==> src/rtl/ltp_pkg.sv <==
// Package for the timestamp parser: widths, character codes, state and
// command types shared by the controller, the datapath and the top level.
// Depends on nothing.
`timescale 1ns / 1ps

package ltp_pkg;

    localparam int CHAR_WIDTH     = 8;
    localparam int TIME_WIDTH     = 38;
    localparam int PART_WIDTH_DEF = 16;
    localparam int NUM_PARTS      = 3;
    localparam int SEC_PER_MIN    = 60;

    localparam logic [CHAR_WIDTH-1:0] CH_ZERO  = 8'h30;
    localparam logic [CHAR_WIDTH-1:0] CH_NINE  = 8'h39;
    localparam logic [CHAR_WIDTH-1:0] CH_COLON = 8'h3A;
    localparam logic [CHAR_WIDTH-1:0] CH_DOT   = 8'h2E;

    typedef enum logic [2:0] {
        ST_IDLE,
        ST_MUL0,
        ST_MUL1,
        ST_SCALE,
        ST_DONE
    } state_t;

    typedef enum logic [1:0] {
        OP_NONE,
        OP_MUL0,
        OP_MUL1,
        OP_SCALE
    } acc_op_t;

    typedef struct packed {
        logic    take_char;
        acc_op_t acc_op;
        logic    finish;
    } ctrl_cmd_t;

    typedef struct packed {
        logic hms_form;
    } dp_status_t;

endpackage

==> src/rtl/ltp_if.sv <==
// Valid/ready stream interfaces for the character words in and the result
// words out. Depends on ltp_pkg.
`timescale 1ns / 1ps

interface ltp_in_if;
    logic                           valid;
    logic                           ready;
    logic [ltp_pkg::CHAR_WIDTH-1:0] char_code;
    logic                           last;

    modport source (output valid, output char_code, output last, input ready);
    modport sink   (input valid, input char_code, input last, output ready);
endinterface

interface ltp_out_if;
    logic                           valid;
    logic                           ready;
    logic                           valid_res;
    logic [ltp_pkg::TIME_WIDTH-1:0] time_ms;

    modport source (output valid, output valid_res, output time_ms, input ready);
    modport sink   (input valid, input valid_res, input time_ms, output ready);
endinterface

==> src/rtl/ltp_datapath.sv <==
// Datapath of the timestamp parser: character scanner, part accumulators,
// a shared shift-add accumulator for the final time and the result register.
// Depends on ltp_pkg.
`timescale 1ns / 1ps

module ltp_datapath #(
    parameter int PART_WIDTH = ltp_pkg::PART_WIDTH_DEF
) (
    input  logic                           clk,
    input  logic                           rst_n,
    input  ltp_pkg::ctrl_cmd_t             cmd,
    input  logic [ltp_pkg::CHAR_WIDTH-1:0] char_code,
    output ltp_pkg::dp_status_t            status,
    output logic                           valid_res,
    output logic [ltp_pkg::TIME_WIDTH-1:0] time_ms
);

    localparam int AW = PART_WIDTH + 31;
    localparam int TW = ltp_pkg::TIME_WIDTH;
    localparam logic [PART_WIDTH-1:0] PART_MAX = {PART_WIDTH{1'b1}};

    logic [PART_WIDTH-1:0] part_reg [ltp_pkg::NUM_PARTS];
    logic [PART_WIDTH-1:0] part_next [ltp_pkg::NUM_PARTS];
    logic [1:0]            sep_reg, sep_next;
    logic [9:0]            frac_reg, frac_next;
    logic [1:0]            fdig_reg, fdig_next;
    logic                  infrac_reg, infrac_next;
    logic                  err_reg, err_next;
    logic                  start_reg, start_next;
    logic [AW-1:0]         acc_reg, acc_next;
    logic                  valid_res_reg, valid_res_next;
    logic [TW-1:0]         time_reg, time_next;

    logic                  is_digit;
    logic [3:0]            dval;
    logic                  eff_err;
    logic [1:0]            pidx;
    logic [PART_WIDTH+3:0] part_sum;
    logic [AW-1:0]         p0_e, p1_e, p2_e, frac_e;
    logic                  hms, ok;

    assign is_digit = (char_code >= ltp_pkg::CH_ZERO) && (char_code <= ltp_pkg::CH_NINE);
    assign dval     = 4'(char_code - ltp_pkg::CH_ZERO);
    assign eff_err  = err_reg || (start_reg && !is_digit);
    assign pidx     = (sep_reg > 2'd2) ? 2'd2 : sep_reg;
    // Times ten as two shifts, then saturate the part.
    assign part_sum = ({4'b0, part_reg[pidx]} << 3) + ({4'b0, part_reg[pidx]} << 1)
                      + (PART_WIDTH+4)'(dval);

    assign p0_e = AW'(part_reg[0]);
    assign p1_e = AW'(part_reg[1]);
    assign p2_e = AW'(part_reg[2]);
    assign hms  = (sep_reg == 2'd2) && infrac_reg;
    assign ok   = !err_reg && (sep_reg != 2'd0)
                  && (hms || (part_reg[1] < PART_WIDTH'(ltp_pkg::SEC_PER_MIN)));

    assign status.hms_form = hms;

    // Fraction brought to milliseconds. Two colons without a dot make the
    // third part centiseconds.
    always_comb
    begin
        if ((sep_reg == 2'd2) && !infrac_reg)
        begin
            frac_e = (p2_e << 3) + (p2_e << 1);
        end
        else
        begin
            unique case (fdig_reg)
                2'd0: frac_e = AW'(0);
                2'd1: frac_e = (AW'(frac_reg) << 6) + (AW'(frac_reg) << 5)
                               + (AW'(frac_reg) << 2);
                2'd2: frac_e = (AW'(frac_reg) << 3) + (AW'(frac_reg) << 1);
                default: frac_e = AW'(frac_reg);
            endcase
        end
    end

    always_comb
    begin
        for (int i = 0; i < ltp_pkg::NUM_PARTS; i++)
        begin
            part_next[i] = part_reg[i];
        end
        sep_next    = sep_reg;
        frac_next   = frac_reg;
        fdig_next   = fdig_reg;
        infrac_next = infrac_reg;
        err_next    = err_reg;
        start_next  = start_reg;

        if (cmd.take_char)
        begin
            start_next = 1'b0;
            err_next   = eff_err;
            if (!eff_err)
            begin
                priority if (is_digit)
                begin
                    if (infrac_reg)
                    begin
                        if (fdig_reg != 2'd3)
                        begin
                            frac_next = 10'((frac_reg << 3) + (frac_reg << 1)) + 10'(dval);
                            fdig_next = fdig_reg + 2'd1;
                        end
                    end
                    else
                    begin
                        part_next[pidx] = (part_sum > (PART_WIDTH+4)'(PART_MAX))
                                          ? PART_MAX : part_sum[PART_WIDTH-1:0];
                    end
                end
                else if ((char_code == ltp_pkg::CH_COLON) && !infrac_reg)
                begin
                    if (sep_reg >= 2'd2)
                    begin
                        err_next = 1'b1;
                    end
                    else
                    begin
                        sep_next = sep_reg + 2'd1;
                    end
                end
                else if ((char_code == ltp_pkg::CH_DOT) && !infrac_reg)
                begin
                    infrac_next = 1'b1;
                end
                else
                begin
                    err_next = 1'b1;
                end
            end
        end

        if (cmd.finish)
        begin
            for (int i = 0; i < ltp_pkg::NUM_PARTS; i++)
            begin
                part_next[i] = '0;
            end
            sep_next    = '0;
            frac_next   = '0;
            fdig_next   = '0;
            infrac_next = 1'b0;
            err_next    = 1'b0;
            start_next  = 1'b1;
        end
    end

    // Times 60 is (x << 6) - (x << 2); times 1000 is (x << 10) - (x << 4) - (x << 3).
    always_comb
    begin
        unique case (cmd.acc_op)
            ltp_pkg::OP_MUL0:  acc_next = (p0_e << 6) - (p0_e << 2) + p1_e;
            ltp_pkg::OP_MUL1:  acc_next = (acc_reg << 6) - (acc_reg << 2) + p2_e;
            ltp_pkg::OP_SCALE: acc_next = (acc_reg << 10) - (acc_reg << 4) - (acc_reg << 3)
                                          + frac_e;
            default:           acc_next = acc_reg;
        endcase
    end

    always_comb
    begin
        valid_res_next = valid_res_reg;
        time_next      = time_reg;
        if (cmd.finish)
        begin
            valid_res_next = ok;
            if (!ok)
            begin
                time_next = '0;
            end
            else if (|acc_reg[AW-1:TW])
            begin
                time_next = {TW{1'b1}};
            end
            else
            begin
                time_next = acc_reg[TW-1:0];
            end
        end
    end

    always_ff @(posedge clk or negedge rst_n)
    begin
        if (!rst_n)
        begin
            for (int i = 0; i < ltp_pkg::NUM_PARTS; i++)
            begin
                part_reg[i] <= '0;
            end
            sep_reg    <= '0;
            frac_reg   <= '0;
            fdig_reg   <= '0;
            infrac_reg <= 1'b0;
            err_reg    <= 1'b0;
            start_reg  <= 1'b1;
        end
        else
        begin
            for (int i = 0; i < ltp_pkg::NUM_PARTS; i++)
            begin
                part_reg[i] <= part_next[i];
            end
            sep_reg    <= sep_next;
            frac_reg   <= frac_next;
            fdig_reg   <= fdig_next;
            infrac_reg <= infrac_next;
            err_reg    <= err_next;
            start_reg  <= start_next;
        end
    end

    always_ff @(posedge clk)
    begin
        acc_reg       <= acc_next;
        valid_res_reg <= valid_res_next;
        time_reg      <= time_next;
    end

    assign valid_res = valid_res_reg;
    assign time_ms   = time_reg;

endmodule

==> src/rtl/ltp_ctrl.sv <==
// Controller of the timestamp parser: sequences character intake, the three
// accumulate steps of the final time (the second only for h:mm:ss.f) and the output handshake.
// Depends on ltp_pkg.
`timescale 1ns / 1ps

module ltp_ctrl (
    input  logic                clk,
    input  logic                rst_n,
    input  logic                in_valid,
    input  logic                in_last,
    output logic                in_ready,
    output logic                out_valid,
    input  logic                out_ready,
    input  ltp_pkg::dp_status_t status,
    output ltp_pkg::ctrl_cmd_t  cmd
);

    ltp_pkg::state_t state_reg, state_next;
    logic            out_valid_reg, out_valid_next;

    always_ff @(posedge clk or negedge rst_n)
    begin
        if (!rst_n)
        begin
            state_reg     <= ltp_pkg::ST_IDLE;
            out_valid_reg <= 1'b0;
        end
        else
        begin
            state_reg     <= state_next;
            out_valid_reg <= out_valid_next;
        end
    end

    always_comb
    begin
        state_next     = state_reg;
        in_ready       = 1'b0;
        cmd.take_char  = 1'b0;
        cmd.acc_op     = ltp_pkg::OP_NONE;
        cmd.finish     = 1'b0;
        out_valid_next = out_valid_reg && !out_ready;

        unique case (state_reg)
            ltp_pkg::ST_IDLE:
            begin
                in_ready = 1'b1;
                if (in_valid)
                begin
                    cmd.take_char = 1'b1;
                    if (in_last)
                    begin
                        state_next = ltp_pkg::ST_MUL0;
                    end
                end
            end
            ltp_pkg::ST_MUL0:
            begin
                cmd.acc_op = ltp_pkg::OP_MUL0;
                state_next = status.hms_form ? ltp_pkg::ST_MUL1 : ltp_pkg::ST_SCALE;
            end
            ltp_pkg::ST_MUL1:
            begin
                cmd.acc_op = ltp_pkg::OP_MUL1;
                state_next = ltp_pkg::ST_SCALE;
            end
            ltp_pkg::ST_SCALE:
            begin
                cmd.acc_op = ltp_pkg::OP_SCALE;
                state_next = ltp_pkg::ST_DONE;
            end
            ltp_pkg::ST_DONE:
            begin
                // The result register is free once the previous word is taken.
                if (!out_valid_reg || out_ready)
                begin
                    cmd.finish     = 1'b1;
                    out_valid_next = 1'b1;
                    state_next     = ltp_pkg::ST_IDLE;
                end
            end
            default:
            begin
                state_next = ltp_pkg::ST_IDLE;
            end
        endcase
    end

    assign out_valid = out_valid_reg;

endmodule

==> src/rtl/lrc_timestamp_parser_core.sv <==
// Timestamp parser: one character word per cycle while idle. A word flagged last
// holds the input while the shared shift-add accumulator forms the time in the
// steps MUL0, MUL1 (h:mm:ss.f only) and SCALE; DONE then registers its result word.
// The result sits in an output register and characters are taken while it
// waits; a stalled result delays the result of the next last word. Reset (rst_n low,
// asynchronous) clears the field state. Uses ltp_pkg, ltp_if, ltp_ctrl, ltp_datapath.
`timescale 1ns / 1ps

module lrc_timestamp_parser_core #(
    parameter int PART_WIDTH = ltp_pkg::PART_WIDTH_DEF
) (
    input  logic      clk,
    input  logic      rst_n,
    ltp_in_if.sink    in_ch,
    ltp_out_if.source out_ch
);

    ltp_pkg::ctrl_cmd_t  cmd;
    ltp_pkg::dp_status_t status;

    ltp_ctrl u_ctrl (
        .clk       (clk),
        .rst_n     (rst_n),
        .in_valid  (in_ch.valid),
        .in_last   (in_ch.last),
        .in_ready  (in_ch.ready),
        .out_valid (out_ch.valid),
        .out_ready (out_ch.ready),
        .status    (status),
        .cmd       (cmd)
    );

    ltp_datapath #(
        .PART_WIDTH (PART_WIDTH)
    ) u_dp (
        .clk       (clk),
        .rst_n     (rst_n),
        .cmd       (cmd),
        .char_code (in_ch.char_code),
        .status    (status),
        .valid_res (out_ch.valid_res),
        .time_ms   (out_ch.time_ms)
    );

endmodule

==> src/flat_wrapper.sv <==
// flat-port wrapper written by rule: the top's interface ports become plain ports
module lrc_timestamp_parser_core_flat 
#(
    parameter int PART_WIDTH = ltp_pkg::PART_WIDTH_DEF
)
  (clk, rst_n, in_ch_valid, in_ch_char_code, in_ch_last, in_ch_ready, out_ch_valid, out_ch_valid_res, out_ch_time_ms, out_ch_ready);
  ltp_in_if in_ch_i ();
  ltp_out_if out_ch_i ();
  input  logic clk;
  input  logic rst_n;
  input wire logic [$bits(in_ch_i.valid)-1:0] in_ch_valid;
  input wire logic [$bits(in_ch_i.char_code)-1:0] in_ch_char_code;
  input wire logic [$bits(in_ch_i.last)-1:0] in_ch_last;
  output wire logic [$bits(in_ch_i.ready)-1:0] in_ch_ready;
  output wire logic [$bits(out_ch_i.valid)-1:0] out_ch_valid;
  output wire logic [$bits(out_ch_i.valid_res)-1:0] out_ch_valid_res;
  output wire logic [$bits(out_ch_i.time_ms)-1:0] out_ch_time_ms;
  input wire logic [$bits(out_ch_i.ready)-1:0] out_ch_ready;
  assign in_ch_i.valid = in_ch_valid;
  assign in_ch_i.char_code = in_ch_char_code;
  assign in_ch_i.last = in_ch_last;
  assign in_ch_ready = in_ch_i.ready;
  assign out_ch_valid = out_ch_i.valid;
  assign out_ch_valid_res = out_ch_i.valid_res;
  assign out_ch_time_ms = out_ch_i.time_ms;
  assign out_ch_i.ready = out_ch_ready;
  lrc_timestamp_parser_core #(.PART_WIDTH(PART_WIDTH)) u_core (.clk(clk), .rst_n(rst_n), .in_ch(in_ch_i), .out_ch(out_ch_i));
endmodule
==> config.mk <==
export PLATFORM = sky130hd
export DESIGN_NAME = lrc_timestamp_parser_core_flat
export DESIGN_NICKNAME = d
export VERILOG_FILES = /design/src/rtl/ltp_pkg.sv /design/src/rtl/ltp_if.sv /design/src/rtl/ltp_datapath.sv /design/src/rtl/ltp_ctrl.sv /design/src/rtl/lrc_timestamp_parser_core.sv /design/src/flat_wrapper.sv
export SDC_FILE = /design/constraint.sdc
export NUM_CORES = 1
export LEC_CHECK = 0
export BUFFER_PORTS_ARGS = -buffer_cell sky130_fd_sc_hd__buf_2
export CORE_MARGIN = 1.5
export CORE_UTILIZATION = 55
export CTS_CLUSTER_DIAMETER = 150
export DETAILED_ROUTE_END_ITERATION = 8
export GPL_TIMING_DRIVEN = 0
export HOLD_SLACK_MARGIN = 0.02
export PLACE_DENSITY_LB_ADDON = 0.05
export SLEW_MARGIN = 10
export SYNTH_ARGS = -nofsm -noshare
export SYNTH_HDL_FRONTEND = slang
export SYNTH_SLANG_ARGS = --single-unit
export TNS_END_PERCENT = 50
==> constraint.sdc <==
create_clock -name clk -period 6.29 [get_ports clk]
set_input_delay 0.3145 -clock clk [delete_from_list [all_inputs] [get_ports clk]]
set_output_delay 0.3145 -clock clk [all_outputs]
set_load 0.02 [all_outputs]
==> qor.txt, run 1 <==
overall overflow remaining after global route - 0
vias in the first global route - 16,881
chip width - 190 um
cell area after synthesis - 19,200 um^2
number of distinct library cells after synthesis - 95
Top delay family on crit path - compound AO/OA/AOI/OAI gates
WP data required - 6470 ps
commonest non-fill, non-tap cell in the layout - ha_1
Yosys Warn Count - 0
CTS Sinks - 155
minimum clock period - 6040 ps
Initial DRT Pass Iterations - 6
Synth Register Bits - 155
WL/cell - 21.2 um
IO Port Bufs - 53
initial antenna violation count - 0
DIE HEIGHT - 190 um
multiplexer share of the synthesized area - 0.995%
worst-path fanout max - 8
layout cells sized above 1 - 9.30%
post-synthesis adder-cell area fraction - 25.8%
Setup WS post-layout - 253 ps
DRC - 0
Vias/cell - 6.19
setup TNS - 0 ps
clock skew - 20.4 ps
slowest CP cell - dfrtp_2
Routed WL - 58.3 mm
Final Hold Viols - 0
Final Net Count - 2,640
gr usage total - 33.0%
max FFs per register - 47
Critical Path Max Stage Delay - 490 ps
fin. max-slew vios - 0
commonest cells after routing, fill and taps aside - ha_1 (264), a21oi_1 (219), inv_1 (175)
Period Utilization, post-route - 96.0%
CP most frequent cell - a21oi_1
Synth Instances - 2,196
synth top area cells - ha_1 (17%), edfxtp_1 (13%), dfrtp_1 (8.8%), fa_1 (8.4%), a21oi_1 (5.8%)
Startpoint Class - flop
fill count - 3,118
post-synth top area share - 17.4%
gpl congestion - 0.989
CTS tree - yes
cells on worst reg2reg path - 23
Buffers & Inverters on Critical Path - 0
cts bufs inserted - 17
critical path class - reg2reg
post-synthesis sequential area ratio - 22.4%
Max Cap Viol - 0
core area - 34,500 um^2
DRT antenna net count - 0
net count after synthesis - 2,558
IO Count - 54
Worst Tran Pin Value - 863 ps
Synth Area in Compound Gates - 25.4%
async set-reset flop share out of synthesis - 44.5%
worst slack, placed - -255 ps
drt first-iter violations - 1,211
die area - 36,100 um^2
clk slew on worst S/H paths - 70 ps
DP Wirelength - 46.8 mm
antenna fix cells - 0
global-route wire length before repair - 92.0 mm
synthesis-to-layout area growth - 9.11%
Worst-Skew Late Latency - 470 ps
combinational family with the most area after synthesis - adder cells
Initial Utilization - 55.9%
Slew headroom - 42.4%
Via Count - 17,002
Post-Synth XOR/XNOR Area - 7.41%
EDFF count, synth - 86
post-synth top area cell - ha_1
H-tree depth - 4
Post-Synth Simple-Gate Area - 12.2%
Critical Path End Type - flop
Synth Area per Inst - 8.76 um^2
site row count - 68
status - complete, no violations
critical path depth - 23
CP Cell Sequence - fa_1 -> ha_1 -> fa_1 -> a21oi_1 -> nor2_1 -> nor2_1 -> o21bai_1 -> a21oi_2 -> xnor2_1 -> a22oi_1 -> o22ai_2 -> fa_1 -> ha_1 -> a21oi_1 -> o21ai_0 -> a31oi_2 -> a221o_1 -> a21oi_1 -> a311oi_1 -> o21bai_1 -> a21oi_1 -> xor2_1 -> o221ai_1
RSZ-0062 raised after global routing - yes
worst path arrival time - 6220 ps
Hold Crit Class - in2reg
fmax - 166 MHz
worst hold path depth - 4
CTS Root Cell - clkbuf_16
largest net degree at the start of global routing - 49
top_reg_cell synth - edfxtp_1
final setup violation count - 0
CTS Buffer Depth - 2
path summary, 6_finish.rpt:
check                                                    start                           endpoint  slack, ps
max reg2reg                u_core.u_dp.frac_reg[1]$_DFFE_PN0P_  u_core.u_dp.acc_reg[45]$_DFFE_PP_        250
max                        u_core.u_dp.frac_reg[1]$_DFFE_PN0P_  u_core.u_dp.acc_reg[45]$_DFFE_PP_        250
min reg2reg                  u_core.u_dp.start_reg$_DFFE_PN1N_  u_core.u_dp.start_reg$_DFFE_PN1N_        480
min                                                in_ch_valid  u_core.u_dp.start_reg$_DFFE_PN1N_        150
max in group asynchronous                                rst_n  u_core.u_dp.start_reg$_DFFE_PN1N_       5380
min in group asynchronous                                rst_n    u_core.u_dp.p0_e[8]$_DFFE_PN0P_        270
metrics by stage:
stage	std cells	hold WS, ps	util [%]	instance area [um^2]
6_report	2746	151	60.9	21000
5_1_grt	2746	174	60.9	21000
4_1_cts	2740	134	60.4	20800
3_5_place_dp	2707	232	58.5	20200
3_3_place_gp	2704	462	58.3	20100
2_1_floorplan	2196	18.9	-	19200
per-layer routing:
metal / global-route usage, % / part of all wire (%) / up-vias
met4: 14.6 / 4.4 / 0
li1: - / - / 8139
met5: 0 / 0 / -
met2: 56.2 / 48 / 518
met3: 3.67 / 4.5 / 132
met1: 42.1 / 43 / 8213
final cells by class:
type / instances / area, um^2 / area share (%)
Buffer: 89 / 445 / 2.12
Clock buffer: 18 / 450 / 2.15
Clock inverter: 14 / 144 / 0.685
Inverter: 176 / 661 / 3.15
Multi-Input combinational cell: 1775 / 14000 / 66.7
Sequential cell: 155 / 4320 / 20.6
Tap cell: 455 / 569 / 2.71
Timing Repair Buffer: 64 / 405 / 1.93
timing repair:
item,CTS,global route
buffers inserted,0,7
pin swaps,2,4
setup endpoints to repair,9,62
gates resized for setup,13,36
hold buffers,1,0
hold endpoints to repair,21,0
kinds of logic after synthesis:
kind of cell    count (synthesis)
flops                         155
fa+ha+maj                     349
simple gates                  504
compound gates                741
mux                            19
xor+xnor                      162
buf+inv                       266
tightest hold or removal path, cell delays in order:
cell and delay [ps]:
buf_2 110, nand2_1 70, nand2_1 70, nand2_1 50
cell usage after synthesis (8+ instances only):
cell type,number
a211oi_1,23
a21o_1,54
a21oi_1,223
a21oi_2,12
a21oi_4,10
a221oi_1,12
a31oi_1,43
and2_1,11
and3_1,17
buf_2,9
clkbuf_1,62
dfrtp_1,68
edfxtp_1,86
fa_1,81
ha_1,268
inv_1,176
mux2i_1,18
nand2_1,140
nand2b_1,16
nand3_1,59
nand4_1,19
nor2_1,157
nor2b_1,18
nor3_1,29
o211ai_1,21
o21a_1,58
o21ai_0,138
o21ai_1,8
o21bai_1,31
o221ai_1,16
o22ai_1,9
xnor2_1,107
xor2_1,54
Power of run 1 is left out: the tool's default activity adds up to more than one toggle a clock period on the data nets, which glitch-free logic cannot reach.
==> run 2, diff against run 1 <==
--- a/config.mk
+++ b/config.mk
@@ -5,7 +5,7 @@
 export SDC_FILE = /design/constraint.sdc
 export NUM_CORES = 1
 export LEC_CHECK = 0
-export BUFFER_PORTS_ARGS = -buffer_cell sky130_fd_sc_hd__buf_2
+export BUFFER_PORTS_ARGS = -buffer_cell sky130_fd_sc_hd__clkbuf_2
 export CORE_MARGIN = 1.5
 export CORE_UTILIZATION = 55
 export CTS_CLUSTER_DIAMETER = 150
@@ -13,6 +13,7 @@
 export GPL_TIMING_DRIVEN = 0
 export HOLD_SLACK_MARGIN = 0.02
 export PLACE_DENSITY_LB_ADDON = 0.05
+export RECOVER_POWER = 50
 export SLEW_MARGIN = 10
 export SYNTH_ARGS = -nofsm -noshare
 export SYNTH_HDL_FRONTEND = slang
==> qor.txt, run 2 (synthesis gave the netlist of run 1 again) <==
synthesis-to-layout area growth - 8.13% (was 9.11%)
Max Cap Viol - 3 (was 0)
fill count - 3,173 (was 3,118)
DRT antenna net count - 0 (unchanged)
Hold Crit Class - in2reg (unchanged)
global-route wire length before repair - 91.4 mm (was 92.0 mm)
RR Startpoint - u_core.u_dp.frac_reg[1]$_DFFE_PN0P_ (unchanged)
Reg2Reg Setup Slack - 240 ps (was 250 ps)
H-tree depth - 4 (unchanged)
CTS tree - yes (unchanged)
layout cells sized above 1 - 6.86% (was 9.30%)
Critical Path Max Stage Delay - 490 ps (about the same)
Buffers & Inverters on Critical Path - 1 (was 0)
core area - 34,500 um^2 (unchanged)
CTS Buffer Depth - 2 (unchanged)
Critical Path End Type - flop (unchanged)
max FFs per register - 47 (unchanged)
Initial DRT Pass Iterations - 5 (was 6)
Via Count - 16,923 (was 17,002)
largest net degree at the start of global routing - 39 (was 49)
drt first-iter violations - 1,172 (was 1,211)
Routed WL - 57.9 mm (was 58.3 mm)
gpl congestion - 0.991 (was 0.989)
chip width - 190 um (unchanged)
commonest non-fill, non-tap cell in the layout - ha_1 (unchanged)
commonest cells after routing, fill and taps aside - ha_1 (264), a21oi_1 (219), inv_1 (176) (was ha_1 (264), a21oi_1 (219), inv_1 (175))
critical path class - reg2reg (unchanged)
site row count - 68 (unchanged)
worst slack, placed - -232 ps (was -255 ps)
clk slew on worst S/H paths - 80 ps (was 70 ps)
Vias/cell - 6.17 (was 6.19)
fmax - 165 MHz (was 166 MHz)
final setup violation count - 0 (unchanged)
DIE HEIGHT - 190 um (unchanged)
Hold Path Origin - in_ch_valid (unchanged)
CP most frequent cell - fa_1 (was a21oi_1)
Slew headroom - -48.2% (was 42.4%)
fin. max-slew vios - 111 (was 0)
CTS Sinks - 155 (unchanged)
vias in the first global route - 16,725 (was 16,881)
Final Net Count - 2,639 (was 2,640)
gr usage total - 32.7% (was 33.0%)
overall overflow remaining after global route - 0 (unchanged)
Startpoint Class - flop (unchanged)
worst hold path depth - 3 (was 4)
Worst-Skew Late Latency - 470 ps (about the same)
IO Count - 54 (unchanged)
clock skew - 16.9 ps (was 20.4 ps)
CTS Root Cell - clkbuf_16 (unchanged)
worst path arrival time - 6230 ps (was 6220 ps)
Worst Tran Pin Value - 2220 ps (was 863 ps)
minimum clock period - 6050 ps (was 6040 ps)
cells on worst reg2reg path - 24 (was 23)
worst-path fanout max - 8 (unchanged)
DP Wirelength - 46.7 mm (was 46.8 mm)
initial antenna violation count - 0 (unchanged)
Setup WS post-layout - 239 ps (was 253 ps)
DRC - 0 (unchanged)
WHS Endpoint - u_core.u_dp.err_reg$_DFFE_PN0N_ (was u_core.u_dp.start_reg$_DFFE_PN1N_)
Final Hold Viols - 0 (unchanged)
WL/cell - 21.1 um (was 21.2 um)
post-layout util - 60.4% (was 60.9%)
Top delay family on crit path - compound AO/OA/AOI/OAI gates (unchanged)
r2r endpoint - u_core.u_dp.acc_reg[42]$_DFFE_PP_ (was u_core.u_dp.acc_reg[45]$_DFFE_PP_)
cts bufs inserted - 17 (unchanged)
Period Utilization, post-route - 96.2% (was 96.0%)
slowest CP cell - dfrtp_2 (unchanged)
Min Hold Slack - 141 ps (was 151 ps)
status - finished with violations (was complete, no violations)
IO Port Bufs - 53 (unchanged)
WP data required - 6470 ps (about the same)
CP Cell Sequence - fa_1 -> ha_1 -> fa_1 -> a21oi_1 -> nor2_1 -> nor2_2 -> o21bai_1 -> a21oi_2 -> nor2b_1 -> o21ai_0 -> nand2b_1 -> xnor2_1 -> o22ai_2 -> fa_1 -> ha_1 -> buf_2 -> nand4_1 -> o31ai_4 -> a21oi_4 -> a311o_1 -> a31o_2 -> o31ai_2 -> xnor2_1 -> o221ai_1 (was fa_1 -> ha_1 -> fa_1 -> a21oi_1 -> nor2_1 -> nor2_1 -> o21bai_1 -> a21oi_2 -> xnor2_1 -> a22oi_1 -> o22ai_2 -> fa_1 -> ha_1 -> a21oi_1 -> o21ai_0 -> a31oi_2 -> a221o_1 -> a21oi_1 -> a311oi_1 -> o21bai_1 -> a21oi_1 -> xor2_1 -> o221ai_1)
Initial Utilization - 55.9% (unchanged)
failing checks - capacitance limit, slew limit
die area - 36,100 um^2 (unchanged)
antenna fix cells - 0 (unchanged)
## run 2: cell count changes in the layout (fill, tap and decap cells not counted), sizes merged
cell | previous run | this run
buf | 84 | 27
bufinv | 1 | 0
clkbuf | 83 | 141
clkdlybuf4s50 | 2 | 1
clkinv | 3 | 4
dlygate4sd3 | 1 | 2
inv | 186 | 184
## run 2: final cells by class
type | count | area, um^2 | share of cell area, %
inverters | 176 | 661 | 3.17
flip-flops and latches | 155 | 4320 | 20.8
clock buffers | 20 | 478 | 2.30
clock inverters | 12 | 97.6 | 0.469
multi-input cells | 1775 | 14000 | 67.1
plain buffers | 88 | 437 | 2.10
repair buffers | 64 | 283 | 1.36
well taps | 455 | 569 | 2.74
## run 2: how the worst max path moves through the flow
stage	startpoint	endpoint	cells after the start	slack, ps
global placement	u_core.u_dp.frac_reg[1]$_DFFE_PN0P_	u_core.u_dp.acc_reg[43]$_DFFE_PP_	25	-160
CTS	u_core.u_dp.frac_reg[0]$_DFFE_PN0P_	u_core.u_dp.acc_reg[44]$_DFFE_PP_	26	30
finish	u_core.u_dp.frac_reg[1]$_DFFE_PN0P_	u_core.u_dp.acc_reg[42]$_DFFE_PP_	24	240
global route	u_core.u_dp.p2_e[1]$_DFFE_PN0P_	u_core.u_dp.acc_reg[42]$_DFFE_PP_	22	-30
floorplan	u_core.u_dp.frac_reg[0]$_DFFE_PN0P_	u_core.u_dp.acc_reg[42]$_DFFE_PP_	26	710
detailed placement	u_core.u_dp.frac_reg[1]$_DFFE_PN0P_	u_core.u_dp.acc_reg[43]$_DFFE_PP_	25	-230
## run 2: what timing repair did
action | 4_1_cts | 5_1_grt
hold endpoints to repair | 33 | 0
pin swaps | 1 | 3
setup buffers | 1 | 5
gates resized for setup | 8 | 32
hold buffers | 1 | 0
endpoints found under the setup margin | 8 | 62
## run 2: metrics by stage
| step | setup TNS [ps] | cell area [um^2] | cells |
|---|---|---|---|
| 5_1_grt | -83.8 | 20800 | 2745 |
| 2_1_floorplan | 0 | 19200 | 2196 |
| 6_report | 0 | 20800 | 2745 |
| 3_3_place_gp | -665 | 20100 | 2704 |
| 4_1_cts | 0 | 20800 | 2742 |
| 3_5_place_dp | -960 | 20200 | 2708 |
## run 2: tightest hold or removal path: stages
cell and delay (ps):
clkbuf_2 110, nand3_1 60, o21ai_0 70
## run 2: per-layer routing
layer  vias up  wire length [um]  GRT usage, %  part of all wire (%)
met3       119              2300          4.02                   4.0
met1      8204             25600          42.0                    44
met4         0              2610          15.2                   4.5
met2       457             27400          54.7                    47
met5         -                 0             0                     0
li1       8143                 -             -                     -
Power of run 2 is left out for the same reason.
